<file path="config.mk">
export PLATFORM = sky130hd
export DESIGN_NAME = hms_cfg
export DESIGN_NICKNAME = d
export VERILOG_FILES = /design/src/hms_pkg.sv /design/src/hms_cfg.sv
export SDC_FILE = /design/constraint.sdc
export NUM_CORES = 1
export LEC_CHECK = 0
export BUFFER_PORTS_ARGS = -buffer_cell sky130_fd_sc_hd__buf_4
export CAP_MARGIN = 30
export CORE_AREA = 2 2 179 181
export DETAILED_ROUTE_END_ITERATION = 8
export DIE_AREA = 0 0 181 183
export GPL_TIMING_DRIVEN = 0
export HOLD_SLACK_MARGIN = 0.02
export PLACE_DENSITY = 0.73
export SLEW_MARGIN = 10
export SYNTH_ARGS = -nofsm -noshare
export SYNTH_HDL_FRONTEND = slang
export SYNTH_SLANG_ARGS = --single-unit
</file>
<file path="constraint.sdc">
create_clock -name i_clk -period 3.3 [get_ports i_clk]
set_clock_uncertainty 0.1 [all_clocks]
set_input_delay 0.33 -clock i_clk [delete_from_list [all_inputs] [get_ports i_clk]]
set_output_delay 0.33 -clock i_clk [all_outputs]
set_load 0.01 [all_outputs]
</file>
<file path="src/hms_pkg.sv">
// hms_pkg: shared widths, register map, datapath command codes and
// control/status structs for the homography mlesac scoring unit
// no dependencies
package hms_pkg;

    localparam int COORD_W = 32;
    localparam int COEF_W  = 32;
    localparam int THR_W   = 32;
    localparam int SLOT_W  = 16;
    localparam int CNT_W   = 17;
    localparam int SCORE_W = 64;

    localparam int MAX_MATCHES_DEF = 65536;

    // apb register map
    localparam int CFG_DW = 64;
    localparam int CFG_AW = 6;
    localparam logic [2:0] REG_PAIR_A = 3'd0;
    localparam logic [2:0] REG_PAIR_B = 3'd1;
    localparam logic [2:0] REG_PAIR_C = 3'd2;
    localparam logic [2:0] REG_PAIR_D = 3'd3;
    localparam logic [2:0] REG_BR     = 3'd4;
    localparam logic [2:0] REG_THR    = 3'd5;

    localparam logic [63:0] PAIR_A_RST = 64'h0100_0000_0000_0000;
    localparam logic [63:0] PAIR_B_RST = 64'h0;
    localparam logic [63:0] PAIR_C_RST = 64'h0100_0000_0000_0000;
    localparam logic [63:0] PAIR_D_RST = 64'h0;
    localparam logic [31:0] BR_RST     = 32'h0100_0000;
    localparam logic [31:0] THR_RST    = 32'h0004_0000;

    // datapath widths
    localparam int MUL_W  = 33;
    localparam int PROD_W = 66;
    localparam int ACC_W  = 116;
    localparam int E_W    = 42;
    localparam int D_W    = 56;
    localparam int S_W    = 40;
    localparam int ERR_W  = 113;
    localparam int SSQ_W  = 80;
    localparam int BND_W  = 112;
    localparam int STEP_W = 6;

    // multiplier operand selects
    localparam logic [4:0] MS_NONE  = 5'd0;
    localparam logic [4:0] MS_H00_X = 5'd1;
    localparam logic [4:0] MS_H01_Y = 5'd2;
    localparam logic [4:0] MS_H02_1 = 5'd3;
    localparam logic [4:0] MS_H10_X = 5'd4;
    localparam logic [4:0] MS_H11_Y = 5'd5;
    localparam logic [4:0] MS_H12_1 = 5'd6;
    localparam logic [4:0] MS_H20_X = 5'd7;
    localparam logic [4:0] MS_H21_Y = 5'd8;
    localparam logic [4:0] MS_H22_1 = 5'd9;
    localparam logic [4:0] MS_U_EH  = 5'd10;
    localparam logic [4:0] MS_U_EL  = 5'd11;
    localparam logic [4:0] MS_V_EH  = 5'd12;
    localparam logic [4:0] MS_V_EL  = 5'd13;
    localparam logic [4:0] MS_D0_LL = 5'd14;
    localparam logic [4:0] MS_D0_LH = 5'd15;
    localparam logic [4:0] MS_D0_HH = 5'd16;
    localparam logic [4:0] MS_D1_LL = 5'd17;
    localparam logic [4:0] MS_D1_LH = 5'd18;
    localparam logic [4:0] MS_D1_HH = 5'd19;
    localparam logic [4:0] MS_S_LL  = 5'd20;
    localparam logic [4:0] MS_S_LH  = 5'd21;
    localparam logic [4:0] MS_S_HH  = 5'd22;
    localparam logic [4:0] MS_SQ0_T = 5'd23;
    localparam logic [4:0] MS_SQ1_T = 5'd24;
    localparam logic [4:0] MS_SQ2_T = 5'd25;

    // accumulator operations and product shifts
    localparam logic [1:0] AC_NONE = 2'd0;
    localparam logic [1:0] AC_CLR  = 2'd1;
    localparam logic [1:0] AC_ADD  = 2'd2;

    localparam logic [2:0] SH_0  = 3'd0;
    localparam logic [2:0] SH_16 = 3'd1;
    localparam logic [2:0] SH_21 = 3'd2;
    localparam logic [2:0] SH_29 = 3'd3;
    localparam logic [2:0] SH_32 = 3'd4;
    localparam logic [2:0] SH_40 = 3'd5;
    localparam logic [2:0] SH_56 = 3'd6;
    localparam logic [2:0] SH_64 = 3'd7;

    // accumulator write-back targets
    localparam logic [3:0] WB_NONE = 4'd0;
    localparam logic [3:0] WB_E0   = 4'd1;
    localparam logic [3:0] WB_E1   = 4'd2;
    localparam logic [3:0] WB_E2   = 4'd3;
    localparam logic [3:0] WB_D0   = 4'd4;
    localparam logic [3:0] WB_D1   = 4'd5;
    localparam logic [3:0] WB_ERR  = 4'd6;
    localparam logic [3:0] WB_SSQ  = 4'd7;
    localparam logic [3:0] WB_BND  = 4'd8;

    typedef struct packed {
        logic       load;
        logic [4:0] mul_sel;
        logic [1:0] acc_op;
        logic [2:0] acc_sh;
        logic [3:0] wb;
        logic       div_step;
        logic       upd;
        logic       inl;
    } t_cmd;

    typedef struct packed {
        logic e2_zero;
        logic err_big;
        logic in_bound;
        logic out_free;
    } t_sts;

    typedef struct packed {
        logic [COEF_W-1:0] h00;
        logic [COEF_W-1:0] h01;
        logic [COEF_W-1:0] h02;
        logic [COEF_W-1:0] h10;
        logic [COEF_W-1:0] h11;
        logic [COEF_W-1:0] h12;
        logic [COEF_W-1:0] h20;
        logic [COEF_W-1:0] h21;
        logic [COEF_W-1:0] h22;
        logic [THR_W-1:0]  thr;
    } t_coef;

endpackage

</file>
<file path="src/hms_cfg.sv">
// hms_cfg: apb register file holding the homography and error threshold
// depends on hms_pkg
module hms_cfg import hms_pkg::*; (
    input  logic              i_clk,
    input  logic              i_rst_n,
    input  logic              psel,
    input  logic              penable,
    input  logic              pwrite,
    input  logic [CFG_AW-1:0] paddr,
    input  logic [CFG_DW-1:0] pwdata,
    output logic [CFG_DW-1:0] prdata,
    output logic              pready,
    output t_coef             o_coef
);
    logic [63:0]       r_pair_a, r_pair_b, r_pair_c, r_pair_d;
    logic [COEF_W-1:0] r_br;
    logic [THR_W-1:0]  r_thr;
    logic [2:0]        w_idx;

    assign w_idx  = paddr[5:3];
    assign pready = 1'b1;

    always_ff @(posedge i_clk) begin
        if (!i_rst_n) begin
            r_pair_a <= PAIR_A_RST;
            r_pair_b <= PAIR_B_RST;
            r_pair_c <= PAIR_C_RST;
            r_pair_d <= PAIR_D_RST;
            r_br     <= BR_RST;
            r_thr    <= THR_RST;
        end else if (psel && penable && pwrite) begin
            unique case (w_idx)
                REG_PAIR_A: r_pair_a <= pwdata;
                REG_PAIR_B: r_pair_b <= pwdata;
                REG_PAIR_C: r_pair_c <= pwdata;
                REG_PAIR_D: r_pair_d <= pwdata;
                REG_BR:     r_br     <= pwdata[COEF_W-1:0];
                REG_THR:    r_thr    <= pwdata[THR_W-1:0];
                default: ;
            endcase
        end
    end

    always_comb begin
        unique case (w_idx)
            REG_PAIR_A: prdata = r_pair_a;
            REG_PAIR_B: prdata = r_pair_b;
            REG_PAIR_C: prdata = r_pair_c;
            REG_PAIR_D: prdata = r_pair_d;
            REG_BR:     prdata = {32'd0, r_br};
            REG_THR:    prdata = {32'd0, r_thr};
            default:    prdata = '0;
        endcase
    end

    assign o_coef.h00 = r_pair_a[63:32];
    assign o_coef.h01 = r_pair_a[31:0];
    assign o_coef.h02 = r_pair_b[63:32];
    assign o_coef.h10 = r_pair_b[31:0];
    assign o_coef.h11 = r_pair_c[63:32];
    assign o_coef.h12 = r_pair_c[31:0];
    assign o_coef.h20 = r_pair_d[63:32];
    assign o_coef.h21 = r_pair_d[31:0];
    assign o_coef.h22 = r_br;
    assign o_coef.thr = r_thr;

endmodule

</file>
# Yosys cells after proc, flatten, opt, wreduce, memory -nomap -nowiden

Index checks and enable logic that the tools add are counted.

Memories: 0
Output and inout port bits: 385
Register bits: 320
Latch bits: 0
ROM bits: 0
Bits of input ports: 75
Memory bits (writable): 0
Logic and storage cells: 21

Multiply operators: 0
Add/sub/neg operators: 0
Mux-type cells: 1
Shift operators: 0
$lt $le $gt $ge: 0
Bitwise operators: 0
Reductions and logical operators: 9
Eq/ne operators: 5
Div/mod/pow operators: 0

Operators by type and width:

| operator                                       | number |
|---|---|
| case mux 64 bit (6 select lines)               | 1 |
| AND reduction 2 bit                            | 6 |
| == test 3 x 2 -> 1 bit (second input constant) | 2 |
| == test 3 bit (second input constant)          | 2 |
| == test 3 x 1 -> 1 bit (second input constant) | 1 |
| zero test 3 bit                                | 1 |
| logical AND 1 bit                              | 2 |

# Logic depth before layout (Yosys ltp)

Word-level depth: 3
Depth in mapped cells: 7
Gate-level depth less buffers: 3

# Worst setup path before layout

Ideal clock, no wire load.

Kind: input port to output port
Start: input paddr[3]
End: output prdata[0]
Data arrival time: 1.473 ns
Path buffers: 2
Data required time: 2.870 ns
Slack: 1.397 ns
Stages: 5
Path through: buf_2 buf_1 mux2_2 a32oi_1 o21ai_0

Word-level cells in the longest chain between the ends: 2
Elaborated cells between the ends (all ways): 7
Those cells by class: eq/ne: 5; mux: 1; reduce/logical: 1

RTL lines:

| what                                  | RTL line      | source |
|---|---|---|
| from (decl)                           | hms_cfg.sv:9  | `input logic [CFG_AW-1:0] paddr,` |
| == test 3 bit (tied with other cells) | hms_cfg.sv:45 | `unique case (w_idx)` |
| case mux 64 bit (6 select lines) *    | hms_cfg.sv:45 |  |
| to (decl)                             | hms_cfg.sv:11 | `output logic [CFG_DW-1:0] prdata,` |

Mark *: on every way between the ends. The rest lies on a longest branch, timed or not.

# Worst setup path in the final report

Start: input paddr[5]
End: output prdata[30]

Same word-level chain as after synthesis.

==> impl_metrics.env <==
export IMPL_synth_avg_cell_area_um2=10.2
export IMPL_r2r_start="r_thr[18]$_SDFFE_PN1P_"
export IMPL_setup_viol=0
export IMPL_grt_overflow=0
export IMPL_die_w_um=181
export IMPL_cp_max_fo=10
export IMPL_layout_commonest_cell="buf_4"
export IMPL_finish_utilization=0.616
export IMPL_seq_area_um2=6410
export IMPL_hold_start="pwdata[50]"
export IMPL_yosys_area_top_type="dfxtp_1"
export IMPL_syn_nets=1460
export IMPL_vias=13100
export IMPL_crit_path_start="paddr[5]"
export IMPL_area_growth_pct=35.9
export IMPL_most_common_layout_cells="buf_4 (464), nand2_1 (384), mux2i_1 (351)"
export IMPL_design_power_total_mw=8.53
export IMPL_cts_resized=0
export IMPL_slowest_stage="clkbuf_1"
export IMPL_rsz0062_at_grt="no"
export IMPL_ant_nets=0
export IMPL_ioPinCount=460
export IMPL_clk_latency_ps=510
export IMPL_maxCapViolations=0
export IMPL_antenna_cells=0
export IMPL_htreeDepth=2
export IMPL_nNetsFinal=1952
export IMPL_synth_top_area_frac=0.453
export IMPL_path_common_cell="clkbuf_1"
export IMPL_p_leak_nw=7.91
export IMPL_drive_above_1_share=0.336
export IMPL_cts_inserted_buffers=35
export IMPL_grt_pass1_wl_um=83500
export IMPL_cts_tree="done"
export IMPL_cpPeakStageDelay_ps=830
export IMPL_relSlewSlack=0.296
export IMPL_cts_root_buffer="clkbuf_16"
export IMPL_synth_cell_type_count=33
export IMPL_arrival_ps=2810
export IMPL_power_density_nw_per_um2=444
export IMPL_ys_ff_latch=320
export IMPL_min_period_ps=3240
export IMPL_portBuffers=452
export IMPL_finalMaxSlewViolations=0
export IMPL_dieArea_um2=33100
export IMPL_hpwl_um=41400
export IMPL_cp_required_ps=2870
export IMPL_holdWs_ps=50.6
export IMPL_ir_drop_v=0.000412
export IMPL_crit_path_start_kind="input pin"
export IMPL_clockBufferDepth=3
export IMPL_firstDrtPassIters=5
export IMPL_yosys_warnings=0
export IMPL_worst_pin_slew_ps=1060
export IMPL_instances_no_fill=2304
export IMPL_cts_clk_slew_worst_paths_ps=60
export IMPL_rows=65
export IMPL_synthCells=1385
export IMPL_viasPerCell=5.68
export IMPL_start_util=0.453
export IMPL_wl_um=58100
export IMPL_ys_seq_area_frac=0.453
export IMPL_hold_class="in2reg"
export IMPL_grt_max_degree=15
export IMPL_fmax_mhz=308
export IMPL_finalHoldViolCount=0
export IMPL_fin_setup_tns_ps=0
export IMPL_drtIter0Drc=992
export IMPL_fillers=2648
export IMPL_fp_dieH_um=183
export IMPL_gp_congestion=0.923
export IMPL_wire_per_inst_um=25.2
export IMPL_grt_total_usage=0.336
export IMPL_period_share=0.983
export IMPL_coreArea_um2=31200
export IMPL_drc=0
export IMPL_criticalPathCategory="in2out"
export IMPL_grt_pass1_vias=12700
export IMPL_status="finished, final reports clean"
export IMPL_path_cells="buf_6 -> buf_2 -> clkbuf_1 -> clkbuf_1 -> o22ai_1 -> buf_4"
export IMPL_synth_cell_area_um2=14100
export IMPL_dp_cells=2239
export IMPL_ys_top_cells_by_area="dfxtp_1 (45%), mux2i_1 (25%), nand2_1 (10%)"
export IMPL_antenna_found_initial=0
export IMPL_multi_input_area_um2=7120
export IMPL_endpoint_kind="output pin"
export IMPL_clkSinkCount=320
## critical path, delay by kind of cell
family	cells	cell delay, ps
AO/OA/AOI/OAI	1	260
buffers and inverters	5	2200
## cell type report
cell class | count | share of cell area
Buffer | 111 | 0.0315
Clock buffer | 48 | 0.0529
Tap cell | 402 | 0.0262
Timing Repair Buffer | 455 | 0.178
Multi-Input combinational cell | 949 | 0.370
Inverter | 5 | 0.000976
Clock inverter | 14 | 0.00677
Sequential cell | 320 | 0.333
## power by group
| group | switching, mW | total, mW | internal, mW |
|---|---|---|---|
| Clock | 1.64 | 3.96 | 2.32 |
| Sequential | 0.0271 | 3.92 | 3.89 |
| Combinational | 0.432 | 0.651 | 0.218 |
| Total | 2.10 | 8.53 | 6.43 |
## logic make-up after synthesis
logic type	synth area share
buffers and inverters	0.0441
other	0.000265
AND/OR/NAND/NOR	0.127
multiplexers	0.330
AO/OA/AOI/OAI	0.0459
flip-flops	0.453
## registers in the layout (all words and copies together) (netlist names)
name and flops:
r_pair_a 64, r_pair_b 64, r_pair_c 64, r_pair_d 64, r_br 32, r_thr 32
## final timing paths
kind / endpoint / slack (ps) / cells after the start
max reg2reg: r_thr[18]$_SDFFE_PN1P_ / 2380 / 2
min reg2reg: r_pair_a[47]$_SDFFE_PN0P_ / 370 / 2
max: prdata[30] / 60 / 6
min: r_pair_b[50]$_SDFFE_PN0P_ / 50 / 3
## synthesized netlist by cell type (all sizes together)
cell type  instances
o21ai             17
nor2               8
o21a               1
mux4              32
clkbuf            54
and2b              1
o311ai             3
nand2            384
o221ai             5
o22ai             15
mux2              39
a32oi              7
conb               1
o22a               6
nand4              1
mux2i            351
or2                2
o211ai             1
inv                5
buf               57
nand4b             1
dfxtp            320
nand2b             3
a22oi             28
and2               1
nor2b             35
a2bb2oi            7
## per-stage QoR
| step | area, um2 | worst slack (ps) |
|---|---|---|
| after floorplan | 14100 | 1400 |
| after global placement | 18000 | 223 |
| after detailed placement | 18000 | 190 |
| after CTS | 19200 | 190 |
| after global routing | 19200 | 88.4 |
| final | 19200 | 57.3 |
## routing by layer
layer / GRT usage / share of wire
met1: 0.431 / 0.41
met4: 0.143 / 0.042
met3: 0.0695 / 0.080
met5: 0 / 0
met2: 0.554 / 0.47
## timing repair
action	4_1_cts	5_1_grt
endpoints found under the hold margin	3	0
buffers inserted	0	0
hold buffers	1	0
Power figures use the tool's default switching activity.
