`src/hms_pkg.sv`:
```
// hms_pkg: shared widths, register map, datapath command codes and
// control/status structs for the homography mlesac scoring unit
// no dependencies
package hms_pkg;

    localparam int COORD_W = 32;
    localparam int COEF_W  = 32;
    localparam int THR_W   = 32;
    localparam int SLOT_W  = 16;
    localparam int CNT_W   = 17;
    localparam int SCORE_W = 64;

    localparam int MAX_MATCHES_DEF = 65536;

    // apb register map
    localparam int CFG_DW = 64;
    localparam int CFG_AW = 6;
    localparam logic [2:0] REG_PAIR_A = 3'd0;
    localparam logic [2:0] REG_PAIR_B = 3'd1;
    localparam logic [2:0] REG_PAIR_C = 3'd2;
    localparam logic [2:0] REG_PAIR_D = 3'd3;
    localparam logic [2:0] REG_BR     = 3'd4;
    localparam logic [2:0] REG_THR    = 3'd5;

    localparam logic [63:0] PAIR_A_RST = 64'h0100_0000_0000_0000;
    localparam logic [63:0] PAIR_B_RST = 64'h0;
    localparam logic [63:0] PAIR_C_RST = 64'h0100_0000_0000_0000;
    localparam logic [63:0] PAIR_D_RST = 64'h0;
    localparam logic [31:0] BR_RST     = 32'h0100_0000;
    localparam logic [31:0] THR_RST    = 32'h0004_0000;

    // datapath widths
    localparam int MUL_W  = 33;
    localparam int PROD_W = 66;
    localparam int ACC_W  = 116;
    localparam int E_W    = 42;
    localparam int D_W    = 56;
    localparam int S_W    = 40;
    localparam int ERR_W  = 113;
    localparam int SSQ_W  = 80;
    localparam int BND_W  = 112;
    localparam int STEP_W = 6;

    // multiplier operand selects
    localparam logic [4:0] MS_NONE  = 5'd0;
    localparam logic [4:0] MS_H00_X = 5'd1;
    localparam logic [4:0] MS_H01_Y = 5'd2;
    localparam logic [4:0] MS_H02_1 = 5'd3;
    localparam logic [4:0] MS_H10_X = 5'd4;
    localparam logic [4:0] MS_H11_Y = 5'd5;
    localparam logic [4:0] MS_H12_1 = 5'd6;
    localparam logic [4:0] MS_H20_X = 5'd7;
    localparam logic [4:0] MS_H21_Y = 5'd8;
    localparam logic [4:0] MS_H22_1 = 5'd9;
    localparam logic [4:0] MS_U_EH  = 5'd10;
    localparam logic [4:0] MS_U_EL  = 5'd11;
    localparam logic [4:0] MS_V_EH  = 5'd12;
    localparam logic [4:0] MS_V_EL  = 5'd13;
    localparam logic [4:0] MS_D0_LL = 5'd14;
    localparam logic [4:0] MS_D0_LH = 5'd15;
    localparam logic [4:0] MS_D0_HH = 5'd16;
    localparam logic [4:0] MS_D1_LL = 5'd17;
    localparam logic [4:0] MS_D1_LH = 5'd18;
    localparam logic [4:0] MS_D1_HH = 5'd19;
    localparam logic [4:0] MS_S_LL  = 5'd20;
    localparam logic [4:0] MS_S_LH  = 5'd21;
    localparam logic [4:0] MS_S_HH  = 5'd22;
    localparam logic [4:0] MS_SQ0_T = 5'd23;
    localparam logic [4:0] MS_SQ1_T = 5'd24;
    localparam logic [4:0] MS_SQ2_T = 5'd25;

    // accumulator operations and product shifts
    localparam logic [1:0] AC_NONE = 2'd0;
    localparam logic [1:0] AC_CLR  = 2'd1;
    localparam logic [1:0] AC_ADD  = 2'd2;

    localparam logic [2:0] SH_0  = 3'd0;
    localparam logic [2:0] SH_16 = 3'd1;
    localparam logic [2:0] SH_21 = 3'd2;
    localparam logic [2:0] SH_29 = 3'd3;
    localparam logic [2:0] SH_32 = 3'd4;
    localparam logic [2:0] SH_40 = 3'd5;
    localparam logic [2:0] SH_56 = 3'd6;
    localparam logic [2:0] SH_64 = 3'd7;

    // accumulator write-back targets
    localparam logic [3:0] WB_NONE = 4'd0;
    localparam logic [3:0] WB_E0   = 4'd1;
    localparam logic [3:0] WB_E1   = 4'd2;
    localparam logic [3:0] WB_E2   = 4'd3;
    localparam logic [3:0] WB_D0   = 4'd4;
    localparam logic [3:0] WB_D1   = 4'd5;
    localparam logic [3:0] WB_ERR  = 4'd6;
    localparam logic [3:0] WB_SSQ  = 4'd7;
    localparam logic [3:0] WB_BND  = 4'd8;

    typedef struct packed {
        logic       load;
        logic [4:0] mul_sel;
        logic [1:0] acc_op;
        logic [2:0] acc_sh;
        logic [3:0] wb;
        logic       div_step;
        logic       upd;
        logic       inl;
    } t_cmd;

    typedef struct packed {
        logic e2_zero;
        logic err_big;
        logic in_bound;
        logic out_free;
    } t_sts;

    typedef struct packed {
        logic [COEF_W-1:0] h00;
        logic [COEF_W-1:0] h01;
        logic [COEF_W-1:0] h02;
        logic [COEF_W-1:0] h10;
        logic [COEF_W-1:0] h11;
        logic [COEF_W-1:0] h12;
        logic [COEF_W-1:0] h20;
        logic [COEF_W-1:0] h21;
        logic [COEF_W-1:0] h22;
        logic [THR_W-1:0]  thr;
    } t_coef;

endpackage

```
`src/hms_ctrl.sv`:
```
// hms_ctrl: sequencer issuing multiply, accumulate, write-back and divide commands
// depends on hms_pkg
module hms_ctrl import hms_pkg::*; (
    input  logic i_clk,
    input  logic i_rst_n,
    input  logic i_in_valid,
    output logic o_in_ready,
    input  t_sts i_sts,
    output t_cmd o_cmd
);
    localparam logic [1:0] S_IDLE = 2'd0;
    localparam logic [1:0] S_RUN  = 2'd1;
    localparam logic [1:0] S_DIV  = 2'd2;
    localparam logic [1:0] S_UPD  = 2'd3;

    localparam logic [STEP_W-1:0] ST_CHK_E2  = 6'd15;
    localparam logic [STEP_W-1:0] ST_CHK_ERR = 6'd31;
    localparam logic [STEP_W-1:0] ST_CHK_BND = 6'd41;
    localparam logic [STEP_W-1:0] DIV_LAST   = 6'd31;

    logic [1:0]        r_state, n_state;
    logic [STEP_W-1:0] r_step, n_step;
    logic              r_inl, n_inl;
    t_cmd              w_mc;

    function automatic t_cmd mc(input logic [4:0] ms, input logic [1:0] ao,
                                input logic [2:0] sh, input logic [3:0] wb);
        t_cmd c;
        c         = '0;
        c.mul_sel = ms;
        c.acc_op  = ao;
        c.acc_sh  = sh;
        c.wb      = wb;
        return c;
    endfunction

    always_comb begin
        unique case (r_step)
            6'd0:    w_mc = mc(MS_H00_X, AC_CLR, SH_0, WB_NONE);
            6'd1:    w_mc = mc(MS_H01_Y, AC_ADD, SH_0, WB_NONE);
            6'd2:    w_mc = mc(MS_H02_1, AC_ADD, SH_0, WB_NONE);
            6'd4:    w_mc = mc(MS_NONE, AC_NONE, SH_0, WB_E0);
            6'd5:    w_mc = mc(MS_H10_X, AC_CLR, SH_0, WB_NONE);
            6'd6:    w_mc = mc(MS_H11_Y, AC_ADD, SH_0, WB_NONE);
            6'd7:    w_mc = mc(MS_H12_1, AC_ADD, SH_0, WB_NONE);
            6'd9:    w_mc = mc(MS_NONE, AC_NONE, SH_0, WB_E1);
            6'd10:   w_mc = mc(MS_H20_X, AC_CLR, SH_0, WB_NONE);
            6'd11:   w_mc = mc(MS_H21_Y, AC_ADD, SH_0, WB_NONE);
            6'd12:   w_mc = mc(MS_H22_1, AC_ADD, SH_0, WB_NONE);
            6'd14:   w_mc = mc(MS_NONE, AC_NONE, SH_0, WB_E2);
            6'd15:   w_mc = mc(MS_U_EH, AC_CLR, SH_16, WB_NONE);
            6'd16:   w_mc = mc(MS_U_EL, AC_ADD, SH_0, WB_NONE);
            6'd18:   w_mc = mc(MS_NONE, AC_NONE, SH_0, WB_D0);
            6'd19:   w_mc = mc(MS_V_EH, AC_CLR, SH_16, WB_NONE);
            6'd20:   w_mc = mc(MS_V_EL, AC_ADD, SH_0, WB_NONE);
            6'd22:   w_mc = mc(MS_NONE, AC_NONE, SH_0, WB_D1);
            6'd23:   w_mc = mc(MS_D0_LL, AC_CLR, SH_0, WB_NONE);
            6'd24:   w_mc = mc(MS_D0_LH, AC_ADD, SH_29, WB_NONE);
            6'd25:   w_mc = mc(MS_D0_HH, AC_ADD, SH_56, WB_NONE);
            6'd26:   w_mc = mc(MS_D1_LL, AC_ADD, SH_0, WB_NONE);
            6'd27:   w_mc = mc(MS_D1_LH, AC_ADD, SH_29, WB_NONE);
            6'd28:   w_mc = mc(MS_D1_HH, AC_ADD, SH_56, WB_NONE);
            6'd30:   w_mc = mc(MS_NONE, AC_NONE, SH_0, WB_ERR);
            6'd31:   w_mc = mc(MS_S_LL, AC_CLR, SH_0, WB_NONE);
            6'd32:   w_mc = mc(MS_S_LH, AC_ADD, SH_21, WB_NONE);
            6'd33:   w_mc = mc(MS_S_HH, AC_ADD, SH_40, WB_NONE);
            6'd35:   w_mc = mc(MS_NONE, AC_NONE, SH_0, WB_SSQ);
            6'd36:   w_mc = mc(MS_SQ0_T, AC_CLR, SH_0, WB_NONE);
            6'd37:   w_mc = mc(MS_SQ1_T, AC_ADD, SH_32, WB_NONE);
            6'd38:   w_mc = mc(MS_SQ2_T, AC_ADD, SH_64, WB_NONE);
            6'd40:   w_mc = mc(MS_NONE, AC_NONE, SH_0, WB_BND);
            default: w_mc = mc(MS_NONE, AC_NONE, SH_0, WB_NONE);
        endcase
    end

    always_comb begin
        o_cmd      = '0;
        o_in_ready = 1'b0;
        n_state    = r_state;
        n_step     = r_step;
        n_inl      = r_inl;
        unique case (r_state)
            S_IDLE: begin
                o_in_ready = 1'b1;
                o_cmd.load = i_in_valid;
                if (i_in_valid) begin
                    n_state = S_RUN;
                    n_step  = '0;
                end
            end
            S_RUN: begin
                o_cmd = w_mc;
                if (r_step == ST_CHK_E2 && i_sts.e2_zero) begin
                    n_state = S_UPD;
                    n_inl   = 1'b0;
                end else if (r_step == ST_CHK_ERR && i_sts.err_big) begin
                    n_state = S_UPD;
                    n_inl   = 1'b0;
                end else if (r_step == ST_CHK_BND) begin
                    n_step = '0;
                    if (i_sts.in_bound) begin
                        n_state = S_DIV;
                    end else begin
                        n_state = S_UPD;
                        n_inl   = 1'b0;
                    end
                end else begin
                    n_step = r_step + 6'd1;
                end
            end
            S_DIV: begin
                o_cmd.div_step = 1'b1;
                if (r_step == DIV_LAST) begin
                    n_state = S_UPD;
                    n_inl   = 1'b1;
                end else begin
                    n_step = r_step + 6'd1;
                end
            end
            S_UPD: begin
                o_cmd.upd = i_sts.out_free;
                o_cmd.inl = r_inl;
                if (i_sts.out_free) begin
                    n_state = S_IDLE;
                end
            end
            default: n_state = S_IDLE;
        endcase
    end

    always_ff @(posedge i_clk) begin
        if (!i_rst_n) begin
            r_state <= S_IDLE;
            r_step  <= '0;
            r_inl   <= 1'b0;
        end else begin
            r_state <= n_state;
            r_step  <= n_step;
            r_inl   <= n_inl;
        end
    end

endmodule

```
`config.mk`:
```
export PLATFORM = sky130hd
export DESIGN_NAME = hms_ctrl
export DESIGN_NICKNAME = d
export VERILOG_FILES = /design/src/hms_pkg.sv /design/src/hms_ctrl.sv
export SDC_FILE = /design/constraint.sdc
export NUM_CORES = 1
export LEC_CHECK = 0
export BUFFER_PORTS_ARGS = -buffer_cell sky130_fd_sc_hd__buf_2
export CORE_ASPECT_RATIO = 0.75
export CORE_MARGIN = 2
export CORE_UTILIZATION = 35
export DETAILED_ROUTE_END_ITERATION = 10
export SLEW_MARGIN = 5
export SYNTH_ARGS = -nofsm -noshare
export SYNTH_HDL_FRONTEND = slang
export SYNTH_SLANG_ARGS = --single-unit
```
`constraint.sdc`:
```
create_clock -name i_clk -period 4.3 [get_ports i_clk]
set_input_delay 0.43 -clock i_clk [delete_from_list [all_inputs] [get_ports i_clk]]
set_output_delay 0.43 -clock i_clk [all_outputs]
set_load 0.02 [all_outputs]
```
# Word-level counts from Yosys, hierarchy flattened
# Memories as Yosys holds them, arrays and structs flattened. A register that Yosys moved wholly into a read port is not among the register bits.
# Index checks and enable logic that the tools add are counted.
# Widths: inputs -> output; s select.
[word_totals]
out_inout_bits = 19
inputBits = 7
romBits = 896
wordCells = 54
register_bits = 9
mem_count = 1
[memory_table]
columns = ["name", "depth", "word_bits", "read_ports", "rd_ports_with_merged_regs", "wr", "line_no", "source"]
rows = [
  ["(no name shown)", 64, 14, 1, 1, 0, "hms_ctrl.sv:38", "unique case (r_step)"],
]
[classes]
n_eq_ne = 14
n_addsub = 1
n_reduce_logical = 8
mux = 27
[op_table]
columns = ["operator", "count"]
rows = [
  ["$mux 6", 7],
  ["$pmux 6 s3", 1],
  ["$mux 14", 1],
  ["$mux 2", 6],
  ["$ne 2x2->1 const B", 6],
  ["$ne 4x4->1 const B", 2],
  ["$pmux 2 s4", 1],
  ["$reduce_and 4->1", 2],
  ["$mux 1", 7],
  ["$add 6x1->6 const B", 1],
  ["$eq 6x4->1 const B", 1],
  ["$eq 6x5->1 const B", 1],
  ["$eq 6x6->1 const B", 1],
  ["$pmux 1 s2", 3],
  ["$reduce_and 5->1", 1],
  ["$eq 2x2->1 const B", 2],
  ["$pmux 2 s2", 1],
  ["$reduce_bool 3->1", 1],
  ["$eq 2x1->1 const B", 1],
  ["$logic_and 1x1->1", 2],
  ["$logic_not 2->1", 1],
  ["$reduce_bool 2->1", 1],
]

# Depth between registers and ports, before layout
# Gate-level depths: netlist of run 1.
[logic_depth]
word_depth = 7
depth_mapped = 14
mapped_depth_nobuf = 13

# Worst setup path before layout of run 1
# OpenSTA, ideal clock, no wires.
[synth_timing]
kind = "flip-flop to flip-flop"
from = "reg r_state[0]"
to = "reg, netlist name w_mc[13]"
path_stages_with_launch = 13
t_arrival_ns = 2.907
n_path_buf = 1
required_time_ns = 4.180
period_less_slack_ns = 3.027
path_slack_ns = 1.273
setup_time_ns = 0.120
path_cell_list = "dfxtp_1 > inv_1 > ha_1 > a21oi_1 > a211o_1 > a21boi_0 > o21ai_1 > inv_1 > ha_1 > clkbuf_1 > and3_1 > a221o_1 > a211o_1"
[synth_via]
elab_chain_len = 5
word_cells_on_any_way = 12
classes_between = "eq/ne (6); mux (3); reduce/logical (3)"
[synth_lines]
columns = ["element", "line_no", "source"]
rows = [
  ["start: declaration", "hms_ctrl.sv:21", "logic [1:0] r_state, n_state;"],
  ["start signal: assignment", "hms_ctrl.sv:137", "r_state <= n_state;"],
  ["$eq 2x2->1 (tied with other cells)", "hms_ctrl.sv:82", "unique case (r_state)"],
  ["$ne 2x2->1 (no source line) / $reduce_bool 3->1 (equally long branches)", "-", ""],
  ["$reduce_and 5->1 (no source line)", "-", ""],
  ["$mux 6 (no source line) * (2 in a row)", "-", ""],
]
# Every way passes the cells marked *; elsewhere a longest branch is shown, timed or not.
# A chain may end at the register's enable or synchronous reset.

# Worst setup path in the final report of run 1
[layout_timing]
from = "reg r_state[1]"
to = "reg, netlist name w_mc[13]"
[layout_via]
elab_chain_len = 5
word_cells_on_any_way = 12
classes_between = "eq/ne (6); mux (3); reduce/logical (3)"
[layout_lines]
columns = ["element", "line_no"]
rows = [
  ["$eq 2x2->1 (tied with other cells)", "hms_ctrl.sv:82"],
  ["$ne 2x2->1 (no source line) / $reduce_bool 3->1 (equally long branches)", "-"],
  ["$reduce_and 5->1 (no source line)", "-"],
  ["$mux 6 (no source line) * (2 in a row)", "-"],
]
# Marks and branches as above.

==> flow_metrics.tcl, run 1 <==
set metrics [dict create \
    fmax_mhz 295 \
    crit_family "compound AO/OA/AOI/OAI gates" \
    hold_viol_final 0 \
    r2r_start "r_state[1]" \
    die_h_um 66.8 \
    clkTransAtPathRegs_ns 0.09 \
    async_flop_share 0 \
    antenna_found_initial 0 \
    reg2reg_setup_slack_ns 0.91 \
    antenna_cells 0 \
    synth-edff-count 0 \
    power_density_nw_per_um2 345 \
    hold_class "reg2reg" \
    syn_avg_cell_area_um2 7.86 \
    cts_root_buf "clkbuf_8" \
    yosys_warnings 0 \
    grt_pass1_vias 1631 \
    ys_types 52 \
    hold_path_depth 2 \
    port_buffers 25 \
    post_cts_resized 0 \
    grt-ovfl-total 0 \
    routed_via_density 5.49 \
    yosys-top-cells-area "dfxtp_1, ha_1, and2_1" \
    multi_input_area_um2 1250 \
    synth_largest_area_cell "dfxtp_1" \
    worstSetupPathType "reg2reg" \
    firstDrtPassIters 5 \
    initial_utilization 0.369 \
    gp_congestion 0.904 \
    drive_gt1_frac 0.156 \
    coreArea_um2 4980 \
    rows 22 \
    grt_max_degree 21 \
    hpwl_mm 3.54 \
    synth.most_common_cell "dfxtp_1" \
    max_cap_viol_count 0 \
    hold_buffers 0 \
    num_vias 1802 \
    tightest_slew_ns 0.543 \
    finalNetCount 278 \
    rr_worst_depth 12 \
    finalClockSkew_ns 0.00448 \
    synth.top_cell.area_share 0.250 \
    path_buf_inv 3 \
    ys_seq_area_frac 0.250 \
    cp_max_fo 20 \
    end_kind "register" \
    area_growth_syn_to_layout_pct 13.1 \
    fin_crit_sh 0.788 \
    drt-initial-drc-count 252 \
    final_max_slew_viol_count 0 \
    cts_tree "yes" \
    grt_pass1_wl_mm 7.90 \
    drc 0 \
    leakage_nw 0.951 \
    status "complete, no violations" \
    n_fill_cell 514 \
    synth_common_cells "dfxtp_1, and2_1, nor2_1" \
    synth_seq_cells 23 \
    detail-route-antenna-nets 0 \
    arrival_ns 3.55 \
    fin_util 0.418 \
    cts_setup_buffers 0 \
    groute.usage.overall 0.171 \
    setup_viol_count_final 0 \
    cp.required_ns 4.46 \
    cp_slowest_stage_delay_ns 0.50 \
    cts.path.max_buffers 2 \
    syn-num-nets 255 \
    wl_mm 4.70 \
    max-vdd-ir-drop_mv 0.116 \
    hold_path_end "r_inl" \
    slew_headroom 0.638 \
    die_x_um 87.7 \
    detail_route.wl_per_cell_um 14.3 \
    reg2reg_to "w_mc[13]" \
    grt_setup_unrepaired "false" \
    setup_tns_ns 0 \
    finalCriticalPeriod_ns 3.39 \
    path_cells "inv_1 > ha_1 > a21oi_1 > a211oi_2 > nor4b_1 > o21ai_1 > buf_4 > inv_1 > ha_1 > and3_1 > a221o_1 > a211o_1" \
    clock_latency_ns 0.27 \
    register_area_um2 460 \
    cts_buffers 3 \
    pin_count 26 \
    htree_levels 1 \
    synth_cells 234 \
    dieArea_um2 5860 \
    synthFlopType "dfxtp_1" \
    hp-start "r_inl" \
    synth_area_um2 1840 \
    clock-sinks 23 \
    slowest_stage "ha_1" \
    crit_path_start_kind "register" \
    crit_cells 12 \
]
-- worst min-delay path, stage by stage (launching register included) --
cell and delay, ns:
dfxtp_1 0.33, mux2i_1 0.06, nor2_1 0.07
-- worst max-delay path by stage --
| stage | startpoint | to | slack [ns] |
|---|---|---|---|
| final | r_state[1] | w_mc[13] | 0.91 |
| after global routing | r_state[1] | w_mc[15] | 0.56 |
| after CTS | r_state[1] | w_mc[13] | 0.89 |
| after detailed placement | r_state[1] | w_mc[13] | 0.92 |
| after global placement | r_state[1] | w_mc[7] | 0.98 |
| after floorplan | r_state[0] | w_mc[13] | 1.27 |
-- state kept, by name, indices dropped and copies added (netlist names) --
signal   cells
w_mc        14
r_inl        1
r_state      2
r_step       6
-- power breakdown --
part           internal (W)  switching [W]  leakage (nW)  total [W]
sequential         0.000233      0.0000151         0.186   0.000248
clock             0.0000648      0.0000719        0.0255   0.000137
combinational      0.000122       0.000212         0.740   0.000334
-- kinds of logic after synthesis --
| group | Yosys count | synth area share |
|---|---|---|
| compound gates | 70 | 0.271 |
| simple gates | 88 | 0.268 |
| xor+xnor | 3 | 0.0143 |
| buf+inv | 30 | 0.0680 |
| fa+ha+maj | 14 | 0.0952 |
| flops | 23 | 0.250 |
| mux | 6 | 0.0327 |
-- final cells by class --
type / instances / share of cell area
clock buffers: 3 / 0.0198
clock inverters: 1 / 0.00241
flip-flops and latches: 23 / 0.221
inverters: 18 / 0.0325
well taps: 72 / 0.0433
repair buffers: 30 / 0.0782
multi-input cells: 181 / 0.603
-- layer usage --
metal	up-vias	part of all wire	GRT usage
li1	900	-	-
met3	2	0.086	0.0533
met5	-	0	0
met2	68	0.41	0.231
met1	832	0.50	0.260
met4	0	0.0030	0.0346
-- placed cells by master, fill, tap and decap left out, types with 4 or more instances in the layout --
master     n
o211ai_1   4
a21oi_1   10
a221o_1    4
ha_1      14
o21ai_1    4
buf_4      5
mux2i_1    6
nand2_1    9
buf_2     25
inv_1     18
nor2_1    20
dfxtp_1   23
o21ai_0   12
a31oi_1    4
and2_1    20
nor3_1     4
nor2b_1    4
nand3_1    6
a211oi_1   4
and3_1     5
-- stage by stage --
| step | total power (W) | cells | area (um2) | hold WS (ns) | worst slack, ns |
|---|---|---|---|---|---|
| after CTS | 0.000722 | 328 | 2080 | 0.502 | 0.889 |
| final | 0.000718 | 328 | 2080 | 0.496 | 0.911 |
| after global placement | 0.000584 | 324 | 2030 | 0.474 | 0.984 |
| after global routing | 0.000776 | 328 | 2080 | 0.572 | 0.558 |
| after floorplan | 0.000501 | 234 | 1840 | 0.455 | 1.27 |
| after detailed placement | 0.000584 | 324 | 2030 | 0.481 | 0.920 |
No activity file was read; power rests on OpenSTA's default activity.
==> inputs of run 2 (changes only) <==
- clock period: 4.3 -> 2.8 ns (I/O delays scaled with it)
==> flow_metrics.tcl, run 2 (synthesized netlist as in run 1, its figures left out) <==
set metrics [dict create \
    tightest_slew_ns 0.398 \
    antenna_cells 0 \
    mostFrequentLayoutCells "buf_4, buf_2, and2_1, nor2_1, dfxtp_1" \
    power_frac_seq 0.289 \
    rows 22 \
    hold_buffers 0 \
    slew_headroom 0.734 \
    detail-route-antenna-nets 0 \
    finalClockSkew_ns 0.00492 \
    fin_util 0.505 \
    clock_latency_ns 0.27 \
    path_cells "inv_1 > ha_4 > a21oi_4 > a211oi_4 > buf_4 > o31a_1 > o21ai_1 > buf_4 > xnor2_1 > a221o_1 > a221o_1" \
    cp_slowest_stage_delay_ns 0.41 \
    grt_pass1_vias 1808 \
    setup_tns_ns 0 \
    wl_mm 5.63 \
    fmax_mhz 370 \
    die_h_um 66.8 \
    status "complete, no violations" \
    htree_levels 1 \
    max-vdd-ir-drop_mv 0.219 \
    routed_via_density 5.50 \
    firstDrtPassIters 5 \
    power.clock.fraction 0.163 \
    coreArea_um2 4980 \
    fin_crit_sh 0.966 \
    worstSetupPathType "reg2reg" \
    grt-ovfl-total 0 \
    p_sw_w 0.000548 \
    clock-sinks 23 \
    drive_gt1_frac 0.354 \
    dieArea_um2 5860 \
    groute.usage.overall 0.199 \
    leakage_nw 1.15 \
    cts_root_buf "clkbuf_8" \
    p_int_w 0.000784 \
    num_vias 2030 \
    cts_buffers 3 \
    grt_max_degree 16 \
    cts.path.max_buffers 2 \
    hold_class "reg2reg" \
    gp_congestion 0.897 \
    hpwl_mm 4.19 \
    arrival_ns 2.87 \
    cp_max_fo 6 \
    hold_viol_final 0 \
    initial_utilization 0.369 \
    final_max_slew_viol_count 0 \
    drc 0 \
    finalCriticalPeriod_ns 2.71 \
    drt-initial-drc-count 156 \
    largest_register_ffs 14 \
    hold_ws_ns 0.498 \
    switching_share 0.411 \
    power_density_nw_per_um2 529 \
    crit_family "compound AO/OA/AOI/OAI gates" \
    clkTransAtPathRegs_ns 0.09 \
    crit_path_start_kind "register" \
    slowest_stage "a211oi_4" \
    cts_tree "yes" \
    setup_viol_count_final 0 \
    pin_count 26 \
    area_growth_syn_to_layout_pct 36.9 \
    end_kind "register" \
    pwr-share-comb 0.548 \
    path_buf_inv 3 \
    port_buffers 25 \
    cp.required_ns 2.96 \
    die_x_um 87.7 \
    grt_pass1_wl_mm 9.05 \
    finalNetCount 319 \
    mostFrequentLayoutCell "buf_4" \
    antenna_found_initial 0 \
    max_cap_viol_count 0 \
    detail_route.wl_per_cell_um 15.2 \
]
==> run 2: timing repair <==
action | 4_1_cts | 5_1_grt
setup buffers | 5 | 4
gates cloned | 0 | 0
resized for setup | 6 | 20
pin swaps | 2 | 8
setup endpoints to repair | 4 | 8
==> run 2: layout make-up <==
type | count | area, um2
clock buffer | 3 | 41.3
timing repair buffer | 71 | 470
tap | 72 | 90.1
inverter | 18 | 67.6
multi-input combinational | 181 | 1380
sequential | 23 | 468
fill | 467 | 2460
clock inverter | 1 | 5.00
==> run 2: stage by stage <==
step / setup WS, ns / cells / area, um2 / total power [W]
detailed placement: -0.0349 / 356 / 2300 / 0.00103
global route: -0.000268 / 369 / 2520 / 0.00142
floorplan: 0.00139 / 234 / 1870 / 0.000795
global placement: 0.00660 / 356 / 2300 / 0.00102
CTS: 0.0177 / 365 / 2410 / 0.00127
finish: 0.0941 / 369 / 2520 / 0.00133
==> run 2: power groups by stage <==
stage	clock network [W]	logic, W	registers [W]
final	0.000217	0.000730	0.000385
after global routing	0.000240	0.000791	0.000389
after CTS	0.000221	0.000670	0.000374
after detailed placement	0	0.000650	0.000381
after global placement	0	0.000640	0.000381
after floorplan	0	0.000412	0.000383
==> run 2: metal layers <==
metal / share of wire / track usage / wire (um)
met3: 0.072 / 0.0372 / 404
met5: 0 / 0 / 0
met4: 0.0062 / 0.0346 / 35
met2: 0.43 / 0.284 / 2400
met1: 0.50 / 0.308 / 2790
==> run 2: final timing paths <==
| kind | startpoint | to | slack, ns | cells past startpoint |
|---|---|---|---|---|
| min | r_inl | r_inl | 0.50 | 2 |
| min reg2reg | r_inl | r_inl | 0.50 | 2 |
| max reg2reg | r_state[1] | w_mc[14] | 0.09 | 11 |
| max | r_state[1] | w_mc[14] | 0.09 | 11 |
==> run 2: worst register-to-register path: stages (launching register included) <==
cell and delay (ns):
dfxtp_2 0.35, inv_1 0.12, ha_4 0.21, a21oi_4 0.09, a211oi_4 0.42, buf_4 0.19, o31a_1 0.15, o21ai_1 0.10
buf_4 0.19, xnor2_1 0.17, a221o_1 0.32, a221o_1 0.29
